[src/sv/tshrp_pkg.sv]
// Package with status codes, character codes and the result type of the hex record parser.
package tshrp_pkg;

    localparam int DATA_BYTES = 4;

    localparam logic [7:0] CH_TAB = 8'h09;
    localparam logic [7:0] CH_CR  = 8'h0d;
    localparam logic [7:0] CH_E   = 8'h45;
    localparam logic [7:0] CH_N   = 8'h4e;
    localparam logic [7:0] CH_D   = 8'h44;

    localparam logic [15:0] MAX_LINES_RESET = 16'd720;

    localparam logic [2:0] ST_RECORD    = 3'd0;
    localparam logic [2:0] ST_END       = 3'd1;
    localparam logic [2:0] ST_IMAGE_END = 3'd2;
    localparam logic [2:0] ST_ZERO      = 3'd3;
    localparam logic [2:0] ST_BAD_FIELD = 3'd4;
    localparam logic [2:0] ST_TOO_MANY  = 3'd5;

    localparam logic [2:0] LAST_FIELD = 3'd7;
    localparam logic [2:0] LEN_CAP    = (DATA_BYTES > 7) ? 3'd7 : 3'(DATA_BYTES);

    localparam int TDATA_W = 72;

    typedef struct packed {
        logic [2:0]  status;
        logic [15:0] config_id;
        logic [7:0]  page_num;
        logic [7:0]  register_address;
        logic [31:0] register_data;
        logic [2:0]  data_length;
        logic        run_end;
    } result_t;

    function automatic result_t make_status(input logic [2:0] st);
        result_t r;
        r = '0;
        r.status = st;
        return r;
    endfunction

endpackage

[src/sv/tab_separated_hex_record_parser.sv]
// Top level of the tab-separated hex record parser with its three-entry result queue.
// A result enters the registered result queue in the cycle after the byte that causes it is accepted.
// Throughput: one byte per cycle while the result queue holds at most one result; with two or
// more queued, s_tready is low until the master side drains them, one result per cycle while m_tready is high.
// Reset: synchronous, active low on aresetn; all parser state and the line count are cleared,
// the queue count is cleared, which empties the queue, and max_lines returns to 720.
module tab_separated_hex_record_parser (
    input  logic                          aclk,
    input  logic                          aresetn,
    input  logic                          cfg_we,
    input  logic [15:0]                   cfg_wdata,     // max_lines
    input  logic                          s_tvalid,
    output logic                          s_tready,
    input  logic [7:0]                    s_tdata,       // data_byte
    input  logic                          s_tlast,       // last_byte
    output logic                          m_tvalid,
    input  logic                          m_tready,
    output logic [tshrp_pkg::TDATA_W-1:0] m_tdata,
    // config_id[15:0], page_num[23:16], register_address[31:24],
    // register_data[63:32], data_length[66:64], zero fill above
    output logic [2:0]                    m_tuser,       // status
    output logic                          m_tlast        // run_end
);
    import tshrp_pkg::*;

    logic [15:0] max_lines_reg;
    logic [2:0]  field_index_reg, field_index_next;
    logic [31:0] acc_reg, acc_next;
    logic [7:0]  digit_count_reg, digit_count_next;
    logic [1:0]  end_prog_reg, end_prog_next;
    logic        skip_reg, skip_next;
    logic        halted_reg, halted_next;
    logic [15:0] line_count_reg, line_count_next;
    logic [15:0] held_cid_reg, held_cid_next;
    logic [7:0]  held_page_reg, held_page_next;
    logic [7:0]  held_addr_reg, held_addr_next;
    logic [31:0] held_data_reg, held_data_next;
    logic [2:0]  held_len_reg, held_len_next;

    result_t     queue_reg [3];
    result_t     queue_next [3];
    logic [1:0]  count_reg, count_next;

    result_t     res0, res1;
    logic [1:0]  n_res;
    logic        s_accept, m_pop;
    logic [1:0]  base;

    logic [7:0]  b;
    logic        is_hex;
    logic [3:0]  hex_val;
    logic [8:0]  len_sum;
    logic [7:0]  len_half;
    logic [2:0]  len_clamped;
    logic [16:0] line_inc;

    assign s_tready = (count_reg <= 2'd1);
    assign s_accept = s_tvalid && s_tready;
    assign m_tvalid = (count_reg != 2'd0);
    assign m_pop    = m_tvalid && m_tready;

    assign m_tuser = queue_reg[0].status;
    assign m_tlast = queue_reg[0].run_end;
    assign m_tdata = {5'd0, queue_reg[0].data_length, queue_reg[0].register_data,
                      queue_reg[0].register_address, queue_reg[0].page_num,
                      queue_reg[0].config_id};

    assign b = s_tdata;

    always_comb begin
        is_hex  = 1'b0;
        hex_val = '0;
        if (b >= 8'h30 && b <= 8'h39) begin
            is_hex  = 1'b1;
            hex_val = 4'(b - 8'h30);
        end else if (b >= 8'h61 && b <= 8'h66) begin
            is_hex  = 1'b1;
            hex_val = 4'(b - 8'h57);
        end else if (b >= 8'h41 && b <= 8'h46) begin
            is_hex  = 1'b1;
            hex_val = 4'(b - 8'h37);
        end
    end

    assign len_sum     = {1'b0, digit_count_reg} + 9'd1;
    assign len_half    = len_sum[8:1];
    assign len_clamped = (len_half > {5'd0, LEN_CAP}) ? LEN_CAP : len_half[2:0];
    assign line_inc    = {1'b0, line_count_reg} + 17'd1;

    always_comb begin
        field_index_next = field_index_reg;
        acc_next         = acc_reg;
        digit_count_next = digit_count_reg;
        end_prog_next    = end_prog_reg;
        skip_next        = skip_reg;
        halted_next      = halted_reg;
        line_count_next  = line_count_reg;
        held_cid_next    = held_cid_reg;
        held_page_next   = held_page_reg;
        held_addr_next   = held_addr_reg;
        held_data_next   = held_data_reg;
        held_len_next    = held_len_reg;
        res0             = '0;
        res1             = '0;
        n_res            = 2'd0;

        if (s_accept && !halted_reg) begin
            if (skip_reg) begin
                skip_next     = 1'b0;
                end_prog_next = 2'd0;
            end else if (b == 8'h00) begin
                res0        = make_status(ST_ZERO);
                n_res       = 2'd1;
                halted_next = 1'b1;
            end else begin
                if (end_prog_reg == 2'd2 && b == CH_D) begin
                    res0        = make_status(ST_END);
                    n_res       = 2'd1;
                    halted_next = 1'b1;
                end else if (end_prog_reg == 2'd1 && b == CH_N) begin
                    end_prog_next = 2'd2;
                end else if (field_index_reg == 3'd0 && b == CH_E) begin
                    end_prog_next = 2'd1;
                end else begin
                    end_prog_next = 2'd0;
                end

                if (!halted_next) begin
                    if (b != CH_TAB && b != CH_CR) begin
                        if (is_hex) begin
                            acc_next = {acc_reg[27:0], hex_val};
                            if (digit_count_reg != 8'hff) begin
                                digit_count_next = digit_count_reg + 8'd1;
                            end
                        end
                    end else if (field_index_reg == LAST_FIELD) begin
                        res0        = make_status(ST_BAD_FIELD);
                        n_res       = 2'd1;
                        halted_next = 1'b1;
                    end else begin
                        unique case (field_index_reg)
                            3'd0: held_cid_next  = acc_reg[15:0];
                            3'd1: held_page_next = acc_reg[7:0];
                            3'd2: held_addr_next = acc_reg[7:0];
                            3'd5: begin
                                held_data_next = acc_reg;
                                held_len_next  = len_clamped;
                            end
                            default: ;
                        endcase
                        acc_next         = '0;
                        digit_count_next = '0;
                        if (b == CH_TAB) begin
                            field_index_next = field_index_reg + 3'd1;
                        end else begin
                            field_index_next = '0;
                            if (line_inc > {1'b0, max_lines_reg}) begin
                                res0        = make_status(ST_TOO_MANY);
                                n_res       = 2'd1;
                                halted_next = 1'b1;
                            end else begin
                                line_count_next        = line_inc[15:0];
                                res0.status            = ST_RECORD;
                                res0.config_id         = held_cid_next;
                                res0.page_num          = held_page_next;
                                res0.register_address  = held_addr_next;
                                res0.register_data     = held_data_next;
                                res0.data_length       = held_len_next;
                                res0.run_end           = 1'b0;
                                n_res                  = 2'd1;
                                held_cid_next          = '0;
                                held_page_next         = '0;
                                held_addr_next         = '0;
                                held_data_next         = '0;
                                held_len_next          = '0;
                                skip_next              = 1'b1;
                            end
                        end
                    end
                end
            end

            if (s_tlast && !halted_next) begin
                halted_next = 1'b1;
                if (n_res == 2'd0) begin
                    res0  = make_status(ST_IMAGE_END);
                    n_res = 2'd1;
                end else begin
                    res1  = make_status(ST_IMAGE_END);
                    n_res = 2'd2;
                end
            end

            if (n_res == 2'd1) begin
                res0.run_end = 1'b1;
            end else if (n_res == 2'd2) begin
                res1.run_end = 1'b1;
            end
        end
    end

    assign base       = count_reg - {1'b0, m_pop};
    assign count_next = base + n_res;

    always_ff @(posedge aclk) begin
        if (!aresetn) begin
            max_lines_reg   <= MAX_LINES_RESET;
            field_index_reg <= '0;
            acc_reg         <= '0;
            digit_count_reg <= '0;
            end_prog_reg    <= '0;
            skip_reg        <= 1'b0;
            halted_reg      <= 1'b0;
            line_count_reg  <= '0;
            held_cid_reg    <= '0;
            held_page_reg   <= '0;
            held_addr_reg   <= '0;
            held_data_reg   <= '0;
            held_len_reg    <= '0;
            count_reg       <= '0;
        end else begin
            if (cfg_we) begin
                max_lines_reg <= cfg_wdata;
            end
            field_index_reg <= field_index_next;
            acc_reg         <= acc_next;
            digit_count_reg <= digit_count_next;
            end_prog_reg    <= end_prog_next;
            skip_reg        <= skip_next;
            halted_reg      <= halted_next;
            line_count_reg  <= line_count_next;
            held_cid_reg    <= held_cid_next;
            held_page_reg   <= held_page_next;
            held_addr_reg   <= held_addr_next;
            held_data_reg   <= held_data_next;
            held_len_reg    <= held_len_next;
            count_reg       <= count_next;
        end
    end

    // The queue shifts toward the head on a pop, and new results land right behind the survivors.
    always_comb begin
        queue_next[0] = queue_reg[0];
        queue_next[1] = queue_reg[1];
        queue_next[2] = queue_reg[2];
        if (m_pop) begin
            queue_next[0] = queue_reg[1];
            queue_next[1] = queue_reg[2];
        end
        if (n_res != 2'd0) begin
            unique case (base)
                2'd0: begin
                    queue_next[0] = res0;
                    queue_next[1] = res1;
                end
                2'd1: begin
                    queue_next[1] = res0;
                    queue_next[2] = res1;
                end
                default: begin
                    queue_next[2] = res0;
                end
            endcase
        end
    end

    always_ff @(posedge aclk) begin
        queue_reg[0] <= queue_next[0];
        queue_reg[1] <= queue_next[1];
        queue_reg[2] <= queue_next[2];
    end

    a_halt_sticky : assert property (@(posedge aclk) disable iff (!aresetn)
        halted_reg |=> halted_reg)
        else $error("Parser left the halted state without a reset.");

    a_skip_field0 : assert property (@(posedge aclk) disable iff (!aresetn)
        skip_reg |-> (field_index_reg == 3'd0))
        else $error("Byte skip is pending outside the first field.");

    a_last_halts : assert property (@(posedge aclk) disable iff (!aresetn)
        s_accept && s_tlast |=> halted_reg)
        else $error("Final image byte did not halt the parser.");

    a_no_overflow : assert property (@(posedge aclk) disable iff (!aresetn)
        (count_reg == 2'd3) |-> !s_tready)
        else $error("Slave side is ready with a full result queue.");

    a_halt_silent : assert property (@(posedge aclk) disable iff (!aresetn)
        halted_reg |-> (n_res == 2'd0))
        else $error("Halted parser produced a result.");

endmodule

[config.mk]
export PLATFORM = sky130hd
export DESIGN_NAME = tab_separated_hex_record_parser
export DESIGN_NICKNAME = d
export VERILOG_FILES = /design/src/sv/tshrp_pkg.sv /design/src/sv/tab_separated_hex_record_parser.sv
export SDC_FILE = /design/constraint.sdc
export NUM_CORES = 1
export LEC_CHECK = 0
export ABC_CLOCK_PERIOD_IN_PS = 22200
export BUFFER_PORTS_ARGS = -buffer_cell sky130_fd_sc_hd__clkbuf_2
export CAP_MARGIN = 15
export CORE_MARGIN = 8
export CORE_UTILIZATION = 53
export CTS_CLUSTER_DIAMETER = 40
export DETAILED_ROUTE_END_ITERATION = 12
export GPL_TIMING_DRIVEN = 0
export MAX_ROUTING_LAYER = met4
export PLACE_DENSITY_LB_ADDON = 0.12
export SLEW_MARGIN = 40
export SYNTH_ARGS = -nofsm -noshare
export SYNTH_HDL_FRONTEND = slang
export SYNTH_SLANG_ARGS = --single-unit
export TNS_END_PERCENT = 1
[constraint.sdc]
create_clock -name aclk -period 22.2 [get_ports aclk]
set_clock_uncertainty 0.1 [all_clocks]
set_input_delay 2.22 -clock aclk [delete_from_list [all_inputs] [get_ports aclk]]
set_output_delay 2.22 -clock aclk [all_outputs]
set_load 0.02 [all_outputs]
==> reports/metrics.cfg <==
[worst_hold_path]
hp-class = reg -> reg
holdPathEnd = acc_reg[31]
holdPathStages = 2
hp-start = acc_reg[31]

[place]
port_buffers = 98
gp_congestion = 0.883
dpl-instance-area_mm2 = 0.0179
dp_hpwl_mm = 31.0

[synth]
seq_area_frac_synth_pct = 47.2
synth_cells = 1610
yosys-top-cells-area = dfxtp_1, edfxtp_1, mux2i_1, o22ai_2, buf_4
synth_top_area_share_pct = 34.5
yosysWarnings = 0
yosysTopAreaCell = dfxtp_1
ys_ff_latch = 361
synth_ff_type = dfxtp_1
yosysMostFrequentCell = dfxtp_1
ys_types = 77
synth_edf_count = 71
avgSynthCellArea_um2 = 10.4
synth_area_mm2 = 0.0168
synthArstFlopShare_pct = 0
synth.top_cells.by_count = dfxtp_1, mux2i_1, nand2_1

[clocking]
clk_path_buf_depth = 3
numCtsBuffers = 49
cts_hold_buf = 0
cts_tree = done
cts_root_buf = clkbuf_16
post_cts_buffers = 0
clk_pin_slew_ns = 0.06
cts_sinks = 361
ctsResizeCount = 0
cts_htree_levels = 2
clkLatencyLatePin_ns = 0.55

[timing]
rsz0062_at_grt = no
slew_headroom_pct = 44.4
max_freq_mhz = 146
min_period_over_period_pct = 30.8
setup_viol = 0
finalHoldViolCount = 0
finalSetupTns_ns = 0
finalCriticalPeriod_ns = 6.83
worst_pin_slew_ns = 0.832
whs_ns = 0.378
maxSlewViolCount = 0

[setup_path]
worstReg2RegStart = line_count_reg[0]
regToRegSetupSlack_ns = 15.37
end_kind = flop
startpoint_type = flop
worstPathMaxFanout = 10
critPathKind = reg -> reg
critPathArrivalTime_ns = 7.13
required_ns = 22.50
worstReg2RegEnd = queue_reg[0][1]
r2r.worst_path.cells = 22

[detailed_routing]
drt-total-wl_mm = 43.8
dr.first_iter.drc_count = 872
ant_nets = 0
drt_first_pass_iters = 6
detail_route.wl_per_cell_um = 19.8
drc = 0
via_count = 12700
avgViaCountPerCell = 5.72

[global_route]
grt_max_degree = 18
grt_pass1_wl_mm = 69.5
antenna_found_initial = 1
first_global_vias = 12400
grt.overflow.total = 0
grtUsageTotal_pct = 23.1

[die]
coreArea_mm2 = 0.0314
dieHeight_um = 194
dieWidth_um = 194
ios = 108
rows = 65
start_util_pct = 53.6
die_area_mm2 = 0.0377

[finish]
final_core_utilization_pct = 62.7
diodes = 0
nFillCells = 2629
layout.nets = 1832
syn2layout_area_growth_pct = 17.0
regArea_mm2 = 0.00794
multi_input_area_mm2 = 0.00775
drive_above_1_share_pct = 20.9
final_area_mm2 = 0.0197
largest_register_ffs = 213

[status]
status = complete, no violations

[pwr]
total_power_mw = 2.25
irDropWorstVdd_mv = 0.0582
power.density_mw_per_mm2 = 114
p_leak_nw = 7.56

[flow_run]
drv.max_cap_violation_count = 0

==> worst max-delay path, cell delays in order, from the launching register on <==
cell and delay [ns]:
dfxtp_1 0.46, ha_1 0.28, nand3_2 0.18, nor2_1 0.23
nand3_1 0.20, nor2_1 0.17, xor2_1 0.23, ha_1 0.29
nand4_1 0.14, nor2_1 0.06, a221o_1 0.35, o31ai_2 0.43
nand2_1 0.20, o31ai_1 0.38, o21ba_2 0.18, ha_1 0.24
o21ai_1 0.50, or2_1 0.18, clkbuf_1 0.62, clkbuf_1 0.56
clkbuf_1 0.42, and3_1 0.23, a21oi_1 0.04
==> cell families (layout without fill, tap and decap cells) <==
logic type                 after synthesis  count (layout)  synth area share [%]
xor gates and xnor gates                21              21                  1.09
other                                    1               5                0.0223
and+or+nand+nor                        396             396                  12.2
muxes                                  213             213                  12.7
buffers and inverters                  220             417                  6.98
DFF                                    361             361                  47.2
adders and majority gates               31              31                  2.31
AOI/OAI and AO/OA                      367             367                  17.5
==> power breakdown <==
group | total, mW | switching (mW) | internal, mW
logic | 0.568 | 0.303 | 0.265
clock network | 0.793 | 0.305 | 0.489
registers | 0.885 | 0.0728 | 0.812
==> how the worst max path moves through the flow <==
stage	startpoint	to	slack, ns	depth (start not counted)
global route	line_count_reg[0]	queue_reg[0][1]	15.02	22
finish	line_count_reg[0]	queue_reg[0][1]	15.37	22
floorplan	s_tdata[3]	queue_reg[0][142]	14.25	9
detailed placement	s_tdata[1]	queue_reg[0][1]	15.44	16
CTS	line_count_reg[0]	queue_reg[0][1]	15.44	22
global placement	m_tready	queue_reg[0][168]	11.28	8
==> layout by cell type, fill, tap and decap left out, drive strengths merged, types with 31 or more instances in the layout <==
| cell | n |
|---|---|
| nor2 | 91 |
| inv | 34 |
| nand2 | 94 |
| dfxtp | 290 |
| buf | 113 |
| a22o | 49 |
| clkbuf | 250 |
| mux2i | 213 |
| or3 | 78 |
| ha | 31 |
| o21ai | 94 |
| nand3 | 43 |
| a21boi | 52 |
| edfxtp | 71 |
| o22ai | 71 |
==> final cells by class <==
cell class | count | area share [%]
Timing Repair Buffer | 106 | 3.11
Clock buffer | 66 | 7.19
Clock inverter | 25 | 1.39
Multi-Input combinational cell | 1033 | 39.4
Tap cell | 402 | 2.56
Buffer | 191 | 5.45
Inverter | 29 | 0.553
Sequential cell | 361 | 40.3
==> routing by layer <==
layer | part of all wire [%] | vias up | global-route usage, %
li1 | - | 6148 | -
met1 | 46 | 6117 | 30.3
met2 | 48 | 308 | 37.4
met3 | 4.3 | 82 | 2.85
met4 | 2.3 | 0 | 6.36
met5 | 0 | - | -
==> metrics by stage <==
stage / cells / worst slack [ns]
after floorplan: 1614 / 14.25
after global placement: 2114 / 11.28
after detailed placement: 2120 / 15.44
after CTS: 2211 / 15.44
after global routing: 2213 / 15.02
final: 2213 / 15.37
(Power assumes the default switching activity.)
